File: config.mk
export PLATFORM = sky130hd
export DESIGN_NAME = ring_frame_receiver_forwarder_unit_flat
export DESIGN_NICKNAME = d
export VERILOG_FILES = /design/src/rtl/rfrf_pkg.sv /design/src/rtl/rfrf_rx_if.sv /design/src/rtl/rfrf_res_if.sv /design/src/rtl/rfrf_cfg_if.sv /design/src/rtl/rfrf_ram.sv /design/src/rtl/ring_frame_receiver_forwarder_unit.sv /design/src/flat_wrapper.sv
export SDC_FILE = /design/constraint.sdc
export NUM_CORES = 1
export LEC_CHECK = 0
export BUFFER_PORTS_ARGS = -buffer_cell sky130_fd_sc_hd__buf_2
export CAP_MARGIN = 20
export CORE_MARGIN = 10
export CORE_UTILIZATION = 65
export DETAILED_ROUTE_END_ITERATION = 7
export MAX_ROUTING_LAYER = met4
export PLACE_DENSITY_LB_ADDON = 0.05
export SETUP_SLACK_MARGIN = 0.15
export SYNTH_ARGS = -nofsm -noshare
export SYNTH_HDL_FRONTEND = slang
export SYNTH_SLANG_ARGS = --single-unit
File: constraint.sdc
create_clock -name i_clk -period 4.6 [get_ports i_clk]
set_input_delay 0.23 -clock i_clk [delete_from_list [all_inputs] [get_ports i_clk]]
set_output_delay 0.23 -clock i_clk [all_outputs]
set_load 0.01 [all_outputs]
File: src/rtl/rfrf_pkg.sv
// ============================================================================
// ring frame receiver package
// result kinds, frame constants and the emission item type
// ============================================================================
package rfrf_pkg;

    // result kinds
    localparam logic [1:0] KIND_FWD      = 2'd0;
    localparam logic [1:0] KIND_DLV      = 2'd1;
    localparam logic [1:0] KIND_CHK_DROP = 2'd2;
    localparam logic [1:0] KIND_OVR_DROP = 2'd3;

    // frame constants
    localparam logic [7:0] START_MARK = 8'hAA;
    localparam logic [7:0] BROADCAST  = 8'h00;

    // reset value of the node address register
    localparam logic [6:0] NODE_ADDR_RST = 7'd1;

    // one result on its way from the sequencer to the output register
    typedef struct packed {
        logic [1:0] kind;
        logic [7:0] data;
        logic       from_mem;
        logic       last;
    } t_item;

endpackage

File: src/rtl/rfrf_rx_if.sv
// ============================================================================
// ring byte channel
// one received ring byte per transfer
// ============================================================================
interface rfrf_rx_if;
    logic       valid;
    logic       ready;
    logic [7:0] rx_byte;

    modport source (output valid, output rx_byte, input ready);
    modport sink   (input valid, input rx_byte, output ready);
endinterface

File: src/rtl/rfrf_res_if.sv
// ============================================================================
// result channel
// one forwarded byte, delivered byte or drop report per transfer
// ============================================================================
interface rfrf_res_if;
    logic       valid;
    logic       ready;
    logic [1:0] kind;
    logic [7:0] data;
    logic [7:0] frame_source;
    logic [7:0] frame_dest;
    logic [7:0] payload_length;
    logic       last;

    modport source (output valid, output kind, output data, output frame_source,
                    output frame_dest, output payload_length, output last,
                    input ready);
    modport sink   (input valid, input kind, input data, input frame_source,
                    input frame_dest, input payload_length, input last,
                    output ready);
endinterface

File: src/rtl/rfrf_cfg_if.sv
// ============================================================================
// configuration write channel
// carries the node address register
// ============================================================================
interface rfrf_cfg_if;
    logic       valid;
    logic       ready;
    logic [6:0] node_address;

    modport source (output valid, output node_address, input ready);
    modport sink   (input valid, input node_address, output ready);
endinterface

File: src/rtl/rfrf_ram.sv
// ============================================================================
// generic ram
// one write port, one read port with registered read data
// ============================================================================
module rfrf_ram #(
    parameter int WIDTH = 8,
    parameter int DEPTH = 16,
    localparam int AW = (DEPTH > 1) ? $clog2(DEPTH) : 1
) (
    input  logic             i_clk,
    input  logic             i_we,
    input  logic [AW-1:0]    i_waddr,
    input  logic [WIDTH-1:0] i_wdata,
    input  logic             i_re,
    input  logic [AW-1:0]    i_raddr,
    output logic [WIDTH-1:0] o_rdata
);

    logic [WIDTH-1:0] r_mem [DEPTH];
    logic [WIDTH-1:0] r_rdata;

    // write port
    always_ff @(posedge i_clk) begin
        if (i_we) begin
            r_mem[i_waddr] <= i_wdata;
        end
    end

    // read port, data held until the next read
    always_ff @(posedge i_clk) begin
        if (i_re) begin
            r_rdata <= r_mem[i_raddr];
        end
    end

    assign o_rdata = r_rdata;

endmodule

File: src/rtl/ring_frame_receiver_forwarder_unit.sv
// ============================================================================
// ring frame receiver / forwarder
// parses ring frames, checks the xor checksum, forwards or delivers payload
// ============================================================================
//  channel  | direction | payload
//  i_rx     | in        | rx_byte
//  o_res    | out       | kind, data, frame_source, frame_dest, payload_length, last
//  i_cfg    | in        | node_address (always ready)
//
//  the input takes one received byte a cycle while i_rx is not held low; a checksum
//  byte that yields results holds i_rx low until its last result is in the output
//  register, one result a cycle (one payload buffer read a cycle) while o_res does
//  not stall: up to 2*MAX_PAYLOAD+5 results for a frame
//  reset clears parser, sequencer and output valid; the payload buffer is not cleared
//  a stall on o_res holds the output register and, behind it, the sequencer
module ring_frame_receiver_forwarder_unit #(
    parameter int MAX_PAYLOAD = 16
) (
    input logic        i_clk,
    input logic        i_rst_n,
    rfrf_rx_if.sink    i_rx,
    rfrf_res_if.source o_res,
    rfrf_cfg_if.sink   i_cfg
);

    localparam int AW = (MAX_PAYLOAD > 1) ? $clog2(MAX_PAYLOAD) : 1;
    localparam int CW = $clog2(MAX_PAYLOAD + 1);
    localparam int IW = (CW > 2) ? CW : 2;

    // parser phases
    localparam logic [2:0] PH_IDLE = 3'd0;
    localparam logic [2:0] PH_SRC  = 3'd1;
    localparam logic [2:0] PH_DST  = 3'd2;
    localparam logic [2:0] PH_SIZE = 3'd3;
    localparam logic [2:0] PH_DATA = 3'd4;
    localparam logic [2:0] PH_CHK  = 3'd5;

    // sequencer sections
    localparam logic [2:0] GEN_HDR  = 3'd0;
    localparam logic [2:0] GEN_FPAY = 3'd1;
    localparam logic [2:0] GEN_CHK  = 3'd2;
    localparam logic [2:0] GEN_DPAY = 3'd3;
    localparam logic [2:0] GEN_DROP = 3'd4;

    // parser state
    logic [6:0]    r_node, n_node;
    logic [2:0]    r_phase, n_phase;
    logic [7:0]    r_src, n_src;
    logic [7:0]    r_dst, n_dst;
    logic [7:0]    r_size, n_size;
    logic [7:0]    r_remain, n_remain;
    logic [7:0]    r_xor, n_xor;
    logic [7:0]    r_pos, n_pos;

    // sequencer state
    logic          r_gen_act, n_gen_act;
    logic [2:0]    r_gen_sec, n_gen_sec;
    logic [IW-1:0] r_gen_idx, n_gen_idx;
    logic          r_dlv, n_dlv;
    logic [CW-1:0] r_npay, n_npay;
    logic [7:0]    r_chk, n_chk;
    logic [1:0]    r_drop, n_drop;

    // read stage and output register
    logic            r_s1_valid, n_s1_valid;
    rfrf_pkg::t_item r_s1, n_s1;
    logic            r_out_valid, n_out_valid;
    logic [1:0]      r_out_kind, n_out_kind;
    logic [7:0]      r_out_data, n_out_data;
    logic [7:0]      r_out_src, n_out_src;
    logic [7:0]      r_out_dst, n_out_dst;
    logic [7:0]      r_out_len, n_out_len;
    logic            r_out_last, n_out_last;

    logic            rx_fire;
    logic            busy;
    logic            ram_we;
    logic            ram_re;
    logic [7:0]      ram_rdata;
    logic            out_free;
    logic            s1_move;
    logic            s1_load;
    rfrf_pkg::t_item gen_item;
    logic [AW-1:0]   gen_addr;
    logic [IW-1:0]   npay_last;
    logic            frame_fwd;
    logic            frame_dlv;
    logic [CW-1:0]   frame_npay;

    // input is held off while a frame's results are being produced
    assign busy        = r_gen_act || r_s1_valid;
    assign i_rx.ready  = !busy;
    assign rx_fire     = i_rx.valid && !busy;
    assign i_cfg.ready = 1'b1;

    // frame decisions at the checksum byte
    assign frame_fwd  = (r_src != {1'b0, r_node}) && (r_dst != {1'b0, r_node});
    assign frame_dlv  = (r_dst == rfrf_pkg::BROADCAST) || (r_dst == {1'b0, r_node});
    assign frame_npay = (r_size > 8'(MAX_PAYLOAD)) ? CW'(MAX_PAYLOAD) : CW'(r_size);

    // payload store: written while receiving, read only while input is held off
    assign ram_we = rx_fire && (r_phase == PH_DATA) && (r_pos < 8'(MAX_PAYLOAD));

    rfrf_ram #(
        .WIDTH (8),
        .DEPTH (MAX_PAYLOAD)
    ) u_payload_ram (
        .i_clk   (i_clk),
        .i_we    (ram_we),
        .i_waddr (r_pos[AW-1:0]),
        .i_wdata (i_rx.rx_byte),
        .i_re    (ram_re),
        .i_raddr (gen_addr),
        .o_rdata (ram_rdata)
    );

    // parser and frame end decision
    always_comb begin
        n_node   = r_node;
        n_phase  = r_phase;
        n_src    = r_src;
        n_dst    = r_dst;
        n_size   = r_size;
        n_remain = r_remain;
        n_xor    = r_xor;
        n_pos    = r_pos;
        n_dlv    = r_dlv;
        n_npay   = r_npay;
        n_chk    = r_chk;
        n_drop   = r_drop;
        if (i_cfg.valid) begin
            n_node = i_cfg.node_address;
        end
        if (rx_fire) begin
            case (r_phase)
                PH_IDLE: begin
                    if (i_rx.rx_byte == rfrf_pkg::START_MARK) begin
                        n_phase = PH_SRC;
                        n_xor   = 8'd0;
                    end
                end
                PH_SRC: begin
                    n_src   = i_rx.rx_byte;
                    n_xor   = r_xor ^ i_rx.rx_byte;
                    n_phase = PH_DST;
                end
                PH_DST: begin
                    n_dst   = i_rx.rx_byte;
                    n_xor   = r_xor ^ i_rx.rx_byte;
                    n_phase = PH_SIZE;
                end
                PH_SIZE: begin
                    n_size   = i_rx.rx_byte;
                    n_remain = i_rx.rx_byte;
                    n_xor    = r_xor ^ i_rx.rx_byte;
                    n_pos    = 8'd0;
                    n_phase  = (i_rx.rx_byte == 8'd0) ? PH_CHK : PH_DATA;
                end
                PH_DATA: begin
                    n_xor    = r_xor ^ i_rx.rx_byte;
                    n_remain = r_remain - 8'd1;
                    n_pos    = r_pos + 8'd1;
                    if (r_remain == 8'd1) begin
                        n_phase = PH_CHK;
                    end
                end
                PH_CHK: begin
                    n_phase = PH_IDLE;
                    n_chk   = i_rx.rx_byte;
                    n_dlv   = frame_dlv;
                    n_npay  = frame_npay;
                    if (r_size > 8'(MAX_PAYLOAD)) begin
                        n_drop = rfrf_pkg::KIND_OVR_DROP;
                    end else begin
                        n_drop = rfrf_pkg::KIND_CHK_DROP;
                    end
                end
                default: begin
                    n_phase = PH_IDLE;
                end
            endcase
        end
    end

    // result sequencer: picks the next result and where it comes from
    assign npay_last = IW'(r_npay) - IW'(1);
    assign gen_addr  = r_gen_idx[AW-1:0];

    always_comb begin
        gen_item  = '0;
        n_gen_act = r_gen_act;
        n_gen_sec = r_gen_sec;
        n_gen_idx = r_gen_idx;
        case (r_gen_sec)
            GEN_HDR: begin
                gen_item.kind = rfrf_pkg::KIND_FWD;
                case (r_gen_idx[1:0])
                    2'd0:    gen_item.data = rfrf_pkg::START_MARK;
                    2'd1:    gen_item.data = r_src;
                    2'd2:    gen_item.data = r_dst;
                    default: gen_item.data = r_size;
                endcase
            end
            GEN_FPAY: begin
                gen_item.kind     = rfrf_pkg::KIND_FWD;
                gen_item.from_mem = 1'b1;
            end
            GEN_CHK: begin
                gen_item.kind = rfrf_pkg::KIND_FWD;
                gen_item.data = r_chk;
                gen_item.last = !(r_dlv && (r_npay != '0));
            end
            GEN_DPAY: begin
                gen_item.kind     = rfrf_pkg::KIND_DLV;
                gen_item.from_mem = 1'b1;
                gen_item.last     = (r_gen_idx == npay_last);
            end
            default: begin
                gen_item.kind = r_drop;
                gen_item.last = 1'b1;
            end
        endcase

        // step to the next result once this one enters the read stage
        if (s1_load) begin
            case (r_gen_sec)
                GEN_HDR: begin
                    if (r_gen_idx[1:0] == 2'd3) begin
                        n_gen_idx = '0;
                        n_gen_sec = (r_npay != '0) ? GEN_FPAY : GEN_CHK;
                    end else begin
                        n_gen_idx = r_gen_idx + IW'(1);
                    end
                end
                GEN_FPAY: begin
                    if (r_gen_idx == npay_last) begin
                        n_gen_idx = '0;
                        n_gen_sec = GEN_CHK;
                    end else begin
                        n_gen_idx = r_gen_idx + IW'(1);
                    end
                end
                GEN_CHK: begin
                    n_gen_idx = '0;
                    n_gen_sec = GEN_DPAY;
                    n_gen_act = !gen_item.last;
                end
                GEN_DPAY: begin
                    n_gen_idx = r_gen_idx + IW'(1);
                    n_gen_act = !gen_item.last;
                end
                default: begin
                    n_gen_act = 1'b0;
                end
            endcase
        end

        // a checksum byte starts the sequence for its frame
        if (rx_fire && (r_phase == PH_CHK)) begin
            n_gen_idx = '0;
            if (r_size > 8'(MAX_PAYLOAD) || i_rx.rx_byte != r_xor) begin
                n_gen_act = 1'b1;
                n_gen_sec = GEN_DROP;
            end else if (frame_fwd) begin
                n_gen_act = 1'b1;
                n_gen_sec = GEN_HDR;
            end else if (frame_dlv && (frame_npay != '0)) begin
                n_gen_act = 1'b1;
                n_gen_sec = GEN_DPAY;
            end else begin
                n_gen_act = 1'b0;
            end
        end
    end

    // read stage and output register handshake
    assign out_free = !r_out_valid || o_res.ready;
    assign s1_move  = r_s1_valid && out_free;
    assign s1_load  = r_gen_act && (!r_s1_valid || s1_move);
    assign ram_re   = s1_load && gen_item.from_mem;

    always_comb begin
        n_s1_valid  = r_s1_valid;
        n_s1        = r_s1;
        n_out_valid = r_out_valid;
        n_out_kind  = r_out_kind;
        n_out_data  = r_out_data;
        n_out_src   = r_out_src;
        n_out_dst   = r_out_dst;
        n_out_len   = r_out_len;
        n_out_last  = r_out_last;
        if (s1_move) begin
            n_s1_valid  = 1'b0;
            n_out_valid = 1'b1;
            n_out_kind  = r_s1.kind;
            n_out_data  = r_s1.from_mem ? ram_rdata : r_s1.data;
            n_out_src   = r_src;
            n_out_dst   = r_dst;
            n_out_len   = r_size;
            n_out_last  = r_s1.last;
        end else if (o_res.ready) begin
            n_out_valid = 1'b0;
        end
        if (s1_load) begin
            n_s1_valid = 1'b1;
            n_s1       = gen_item;
        end
    end

    // control registers
    always_ff @(posedge i_clk) begin
        if (!i_rst_n) begin
            r_node      <= rfrf_pkg::NODE_ADDR_RST;
            r_phase     <= PH_IDLE;
            r_src       <= 8'd0;
            r_dst       <= 8'd0;
            r_size      <= 8'd0;
            r_remain    <= 8'd0;
            r_xor       <= 8'd0;
            r_gen_act   <= 1'b0;
            r_s1_valid  <= 1'b0;
            r_out_valid <= 1'b0;
        end else begin
            r_node      <= n_node;
            r_phase     <= n_phase;
            r_src       <= n_src;
            r_dst       <= n_dst;
            r_size      <= n_size;
            r_remain    <= n_remain;
            r_xor       <= n_xor;
            r_gen_act   <= n_gen_act;
            r_s1_valid  <= n_s1_valid;
            r_out_valid <= n_out_valid;
        end
    end

    // payload registers
    always_ff @(posedge i_clk) begin
        r_pos      <= n_pos;
        r_gen_sec  <= n_gen_sec;
        r_gen_idx  <= n_gen_idx;
        r_dlv      <= n_dlv;
        r_npay     <= n_npay;
        r_chk      <= n_chk;
        r_drop     <= n_drop;
        r_s1       <= n_s1;
        r_out_kind <= n_out_kind;
        r_out_data <= n_out_data;
        r_out_src  <= n_out_src;
        r_out_dst  <= n_out_dst;
        r_out_len  <= n_out_len;
        r_out_last <= n_out_last;
    end

    // result port
    assign o_res.valid          = r_out_valid;
    assign o_res.kind           = r_out_kind;
    assign o_res.data           = r_out_data;
    assign o_res.frame_source   = r_out_src;
    assign o_res.frame_dest     = r_out_dst;
    assign o_res.payload_length = r_out_len;
    assign o_res.last           = r_out_last;

endmodule

File: src/flat_wrapper.sv
// flat-port wrapper written by rule: the top's interface ports become plain ports
module ring_frame_receiver_forwarder_unit_flat 
#(
    parameter int MAX_PAYLOAD = 16
)
  (i_clk, i_rst_n, i_rx_valid, i_rx_rx_byte, i_rx_ready, o_res_valid, o_res_kind, o_res_data, o_res_frame_source, o_res_frame_dest, o_res_payload_length, o_res_last, o_res_ready, i_cfg_valid, i_cfg_node_address, i_cfg_ready);
  rfrf_rx_if i_rx_i ();
  rfrf_res_if o_res_i ();
  rfrf_cfg_if i_cfg_i ();
  input logic i_clk;
  input logic i_rst_n;
  input wire logic [$bits(i_rx_i.valid)-1:0] i_rx_valid;
  input wire logic [$bits(i_rx_i.rx_byte)-1:0] i_rx_rx_byte;
  output wire logic [$bits(i_rx_i.ready)-1:0] i_rx_ready;
  output wire logic [$bits(o_res_i.valid)-1:0] o_res_valid;
  output wire logic [$bits(o_res_i.kind)-1:0] o_res_kind;
  output wire logic [$bits(o_res_i.data)-1:0] o_res_data;
  output wire logic [$bits(o_res_i.frame_source)-1:0] o_res_frame_source;
  output wire logic [$bits(o_res_i.frame_dest)-1:0] o_res_frame_dest;
  output wire logic [$bits(o_res_i.payload_length)-1:0] o_res_payload_length;
  output wire logic [$bits(o_res_i.last)-1:0] o_res_last;
  input wire logic [$bits(o_res_i.ready)-1:0] o_res_ready;
  input wire logic [$bits(i_cfg_i.valid)-1:0] i_cfg_valid;
  input wire logic [$bits(i_cfg_i.node_address)-1:0] i_cfg_node_address;
  output wire logic [$bits(i_cfg_i.ready)-1:0] i_cfg_ready;
  assign i_rx_i.valid = i_rx_valid;
  assign i_rx_i.rx_byte = i_rx_rx_byte;
  assign i_rx_ready = i_rx_i.ready;
  assign o_res_valid = o_res_i.valid;
  assign o_res_kind = o_res_i.kind;
  assign o_res_data = o_res_i.data;
  assign o_res_frame_source = o_res_i.frame_source;
  assign o_res_frame_dest = o_res_i.frame_dest;
  assign o_res_payload_length = o_res_i.payload_length;
  assign o_res_last = o_res_i.last;
  assign o_res_i.ready = o_res_ready;
  assign i_cfg_i.valid = i_cfg_valid;
  assign i_cfg_i.node_address = i_cfg_node_address;
  assign i_cfg_ready = i_cfg_i.ready;
  ring_frame_receiver_forwarder_unit #(.MAX_PAYLOAD(MAX_PAYLOAD)) u_core (.i_clk(i_clk), .i_rst_n(i_rst_n), .i_rx(i_rx_i), .o_res(o_res_i), .i_cfg(i_cfg_i));
endmodule
### After elaboration in Yosys (flattened, before gate mapping)

Memories as Yosys holds them, arrays and structs flattened. A register that Yosys moved wholly into a read port is not among the register bits.
Index checks and enable logic that the tools add are counted.

* word-level logic and storage cells: 143
* latch bits: 0
* memory bits (writable): 128
* bits in registers: 132
* memories: 1
* output and inout port bits: 38
* memory bits (read-only): 0
* bits of input ports: 20

Memories
* u_core.u_payload_ram.r_mem: depth 16, width 8, read ports 1, clocked after memory_dff 1, write ports 1, line rfrf_ram.sv:19 `logic [WIDTH-1:0] r_mem [DEPTH];`

* muxes and demuxes: 40
* eq/ne operators: 21
* magnitude comparators: 2
* add/sub/neg operators: 4
* reduce and logical (&&, ||, !) cells: 47
* $mul: 0
* bitwise logic cells: 1
* shift-type cells: 0
* div/mod/pow operators: 0

Operators by type and width (number)
* 8-bit one-hot mux with 2 select lines: 4
* 3-bit 2-to-1 mux: 9
* 8-bit one-hot mux with 3 select lines: 1
* 5-bit one-hot mux with 4 select lines: 1
* 8-bit logical NOT: 2
* 8-bit 2-to-1 mux: 2
* 8-bit by 7-bit != test with 1-bit output: 2
* 5-bit 2-to-1 mux: 3
* 3-bit one-hot mux with 5 select lines: 1
* 1-bit 2-to-1 mux: 14
* 2-bit AND reduction: 7
* 3-bit by 2-bit equality test with 1-bit output, second input constant: 4
* 1-bit logical AND: 10
* 2-bit nonzero test: 5
* 5-bit nonzero test: 2
* 3-bit one-hot mux with 3 select lines: 1
* 8-bit by 1-bit adder with 8-bit output, second input constant: 1
* 8-bit by 1-bit equality test with 1-bit output, second input constant: 1
* 8-bit by 7-bit equality test with 1-bit output: 1
* 8-bit equality test, second input constant: 1
* 8-bit by 5-bit > comparator with 1-bit output, second input constant: 1
* 8-bit by 5-bit < comparator with 1-bit output, second input constant: 1
* 8-bit != test: 1
* 8-bit by 1-bit subtractor with 8-bit output, second input constant: 1
* 23 further kinds: 39

### Depth between registers and ports, before layout

* depth after elaboration: 10
* mapped depth: 9
* mapped depth without buffers: 8

### Modules after synthesis

A second synthesis with hierarchy kept.

* cell total of the unflattened synthesis: 790
* area, all modules: 11294.6 µm²

Modules (own cells, without submodules)
* ring_frame_receiver_forwarder_unit: seq. area each 3323.2 µm², times used 1, area each 6067.1 µm², cells each 561
* rfrf_ram: seq. area each 4083.9 µm², times used 1, area each 5227.5 µm², cells each 229

### Worst setup path before layout

OpenSTA, ideal clock, no wires.

* kind: reg2reg
* from: register u_core.r_out_valid, in the netlist u_core.o_res.valid
* to: register u_core.r_out_data[0], in the netlist u_core.o_res.data[0], enable pin
* data arrival time: 2.076 ns
* setup slack: 2.093 ns
* data required time: 4.169 ns
* buffers on the path: 0
* setup time: 0.431 ns
* stages on the path, launching flop included: 3
* clock period less this slack: 2.507 ns
* cell sequence: dfxtp_1 -> nor2b_1 -> nor2b_1

* word-level cells in the longest chain between the ends: 3

RTL lines
* from (decl): line ring_frame_receiver_forwarder_unit.sv:67 `logic r_out_valid, n_out_valid;`
* from (signal assigned): line ring_frame_receiver_forwarder_unit.sv:333 `r_out_valid <= n_out_valid;`
* 1-bit logical NOT: line ring_frame_receiver_forwarder_unit.sv:277 `assign out_free = !r_out_valid || o_res.ready;`
* 1-bit logical OR: line ring_frame_receiver_forwarder_unit.sv:277
* 1-bit logical AND: line ring_frame_receiver_forwarder_unit.sv:278 `assign s1_move = r_s1_valid && out_free;`
* to (signal assigned): line ring_frame_receiver_forwarder_unit.sv:348 `r_out_data <= n_out_data;`
* to (decl): line ring_frame_receiver_forwarder_unit.sv:69 `logic [7:0] r_out_data, n_out_data;`

No other way between the ends.
A chain may end at the register's enable or synchronous reset.

### Worst setup path in the final report

* from: register u_core.r_phase[2]
* to: memory u_core.u_payload_ram.r_mem[2][0], enable pin

* word-level cells in the longest chain between the ends: 5

RTL lines
* from (decl): line ring_frame_receiver_forwarder_unit.sv:47 `logic [2:0] r_phase, n_phase;`
* from (signal assigned): line ring_frame_receiver_forwarder_unit.sv:325 `r_phase <= n_phase;`
* 3-bit equality test: line ring_frame_receiver_forwarder_unit.sv:102 `assign ram_we = rx_fire && (r_phase == PH_DATA) && (r_pos < 8'(MAX_PAYLOAD));`
* 1-bit logical AND (2 in a row): line ring_frame_receiver_forwarder_unit.sv:102
* 1-bit 2-to-1 mux: line rfrf_ram.sv:24 `if (i_we) begin`
* 1-bit 2-to-1 mux (implied by the code): line rfrf_ram.sv:25 `r_mem[i_waddr] <= i_wdata;`
* to (decl): line rfrf_ram.sv:19

No other way between the ends.

==> flow_summary.ini <==
[status]
status = finished, final reports clean

[global_routing]
grt_pass1_wl_um = 39600
antenna_found_initial = 2
grt-ovfl-total = 0
grt.met2_usage_pct = 35.1
grt_usage_pct = 22.4
grt_use_met1_pct = 29.5
grt_max_degree = 55
busiest_layer = met2
met3_usage_pct = 4.60
grt_pass1_vias = 6583

[floorplanning]
die_area_mm2 = 0.0231
start_util_pct = 66.1
pin_count = 58
row_count = 48
die_w_um = 152
die_y_um = 152
core_mm2 = 0.0172

[sta]
worst_slew_pin_slew_ps = 1050
period_share_pct = 67.3
rsz0062_at_grt = false
setup_tns_ps = 0
period_needed_ps = 3100
drv_slew = 0
setup_violations = 0
max_slew_margin_pct = 29.9
final-hold-violation-count = 0
skew_ps = 26.4
fmax_mhz = 323

[setup_path]
crit_family = simple AND/OR/NAND/NOR gates
reg2reg_slack_ps = 1500
cp-start-kind = flop
path_cells = nand2_1 > nor3_1 > nand2_1 > nor3_1
cp-end-kind = flop
worstReg2RegEnd = u_core.u_payload_ram.r_mem[2][0]
arrival_ps = 3250
critPathMaxStageDelay_ps = 840
required_ps = 4750
r2r-start = u_core.r_phase[2]
path_depth = 4
cp_num_buf_inv = 0
critPathKind = flop to flop
reg2reg_depth = 4
crit_fanout = 20
cp_slowest_cell = nor3_1

[synth]
syn-num-nets = 800
synth_edf_count = 206
synthFlopType = edfxtp_1
async_flop_share_pct = 0
avgSynthCellArea_um2 = 14.8
ys_seq_area_share_pct = 65.3
syn-cell-area_mm2 = 0.0113
synth.distinct_cells = 71
syn_inst = 768
synth_warnings = 0
synth_seq_cells = 267

[hold_path]
holdCritStartpoint = i_cfg_node_address[2]
min_path_cells = 3
hold_class = input pin to flop
hold_end = u_core.r_node[2]

[detailed_routing]
drc = 0
avgRoutedWirePerCell_um = 24.2
num_vias = 6654
drt_iter0_drc = 746
routed_wl_um = 25700
vias_per_cell = 6.25
dr.pass1.iters = 5
ant_nets = 0

[pwr]
vdd_ir_drop_max_mv = 0.318
power.total_uw = 4830
p_leak_uw = 0.00439
power.density_mw_per_mm2 = 385

[cells_and_area]
syn2layout_area_growth_pct = 10.6
final-seq-area_mm2 = 0.00741
mostFrequentLayoutCell = edfxtp_1
final_layout_size_suffix_gt1_share_pct = 19.2
final_cell_area_mm2 = 0.0125
multiInputGateArea_mm2 = 0.00358
mostFrequentLayoutCells = edfxtp_1, dfxtp_1, buf_2
fillers = 1072
final_nets = 850

[clocking]
clk_pin_slew_ps = 60
clock_latency_ps = 540
tritoncts = yes
cts_buffer_depth = 3
clkSinkCount = 267
post_cts_resize_count = 0
cts.htree.levels = 1
root_buffer = clkbuf_16
numCtsBuffers = 26

[job]
drv_cap = 0

[place]
port-buffer-count = 56
gp_congestion = 0.943
hpwl_um = 16700
place_area_mm2 = 0.0116
==> cell type report <==
cell class / count / area share, %
antenna: 2 / 0.0399
clock buffer: 32 / 5.37
clock inverter: 15 / 1.25
inverter: 16 / 0.479
multi-input combinational: 439 / 28.5
sequential: 267 / 59.1
tap: 225 / 2.24
timing repair buffer: 68 / 3.05
==> cell families after synthesis <==
kind of cell	share of synthesized area (%)
multiplexers	10.9
AND/OR/NAND/NOR	9.52
AO/OA/AOI/OAI	6.95
XOR/XNOR	2.78
other	0.0330
flip-flops	65.3
adder cells (fa/ha/maj)	1.32
buffers and inverters	3.26
==> power breakdown <==
part	leakage (uW)	switching (uW)	internal, uW
sequential	0.00241	19.8	2590
combinational	0.00158	93.7	49.9
clock	0.000402	868	1210
total	0.00439	982	3850
==> state kept, by name, indices dropped and copies added, names as in the netlist, 7 cells and up <==
signal,count
u_core.r_size,8
u_core.u_payload_ram.r_mem,128
u_core.r_s1,12
u_core.o_res.frame_source,8
u_core.r_node,7
u_core.o_res.frame_dest,8
u_core.o_res.payload_length,8
u_core.r_chk,8
u_core.r_remain,8
u_core.r_pos,8
u_core.u_payload_ram.o_rdata,8
u_core.r_dst,8
u_core.r_xor,8
u_core.o_res.data,8
u_core.r_src,8
==> tightest hold or removal path: cells and delay by family <==
kind	cells	cell delay, ps
mux	1	70
buf+inv	1	80
simple gates	1	110
==> cell usage after synthesis (all sizes together) (2+ instances only) <==
cell	n	share of area, %
and3	4	0.22
or4	3	0.23
mux2	9	0.89
o221a	2	0.20
nand4	4	0.22
nor2	48	1.8
o211ai	2	0.13
mux2i	23	2.0
nor3	15	0.76
a21o	6	0.40
nor2b	31	1.7
xnor2	6	0.46
mux4	40	7.9
xor2	30	2.3
o21a	3	0.20
nand2b	4	0.22
or3b	2	0.15
a22oi	8	0.53
nor4	10	0.55
nand3	19	0.99
buf	18	1.1
a21boi	21	1.4
a21oi	27	1.2
nand2	41	1.4
o22ai	2	0.11
a22o	5	0.39
dfxtp	61	11
nand3b	9	0.60
inv	16	0.53
edfxtp	206	55
o21ai	28	1.4
and2	6	0.34
clkbuf	27	1.3
ha	12	1.3
or3	2	0.11
==> metrics by stage <==
stage | hold slack (ps) | setup WS, ps | instances | utilization [%]
floorplan | 329 | 2090 | 768 | -
global placement | 402 | 1750 | 1007 | 67.8
detailed placement | 405 | 1490 | 1007 | 67.8
CTS | 5.68 | 1470 | 1060 | 72.9
global route | 55.1 | 1280 | 1064 | 73.0
finish | 13.1 | 1500 | 1064 | 73.0
==> timing repair <==
action	in CTS	in global routing
hold buffers	6	0
buffers inserted	0	0
hold endpoints to repair	6	0
==> how the worst max path moves through the flow <==
stage                       start                          endpoint
4_1_cts         u_core.r_phase[2]  u_core.u_payload_ram.r_mem[3][5]
6_report        u_core.r_phase[2]  u_core.u_payload_ram.r_mem[2][0]
5_1_grt         u_core.r_phase[2]  u_core.u_payload_ram.r_mem[1][5]
3_5_place_dp    u_core.r_phase[2]  u_core.u_payload_ram.r_mem[3][0]
2_1_floorplan  u_core.o_res.valid              u_core.o_res.data[0]
3_3_place_gp    u_core.r_phase[2]  u_core.u_payload_ram.r_mem[3][4]
==> per-layer routing <==
layer / routed length [um] / share of wire (%)
met5: 0 / 0
met4: 433 / 1.7
met3: 2060 / 8.0
met2: 12600 / 49
met1: 10600 / 41
Power figures use the tool's default switching activity.
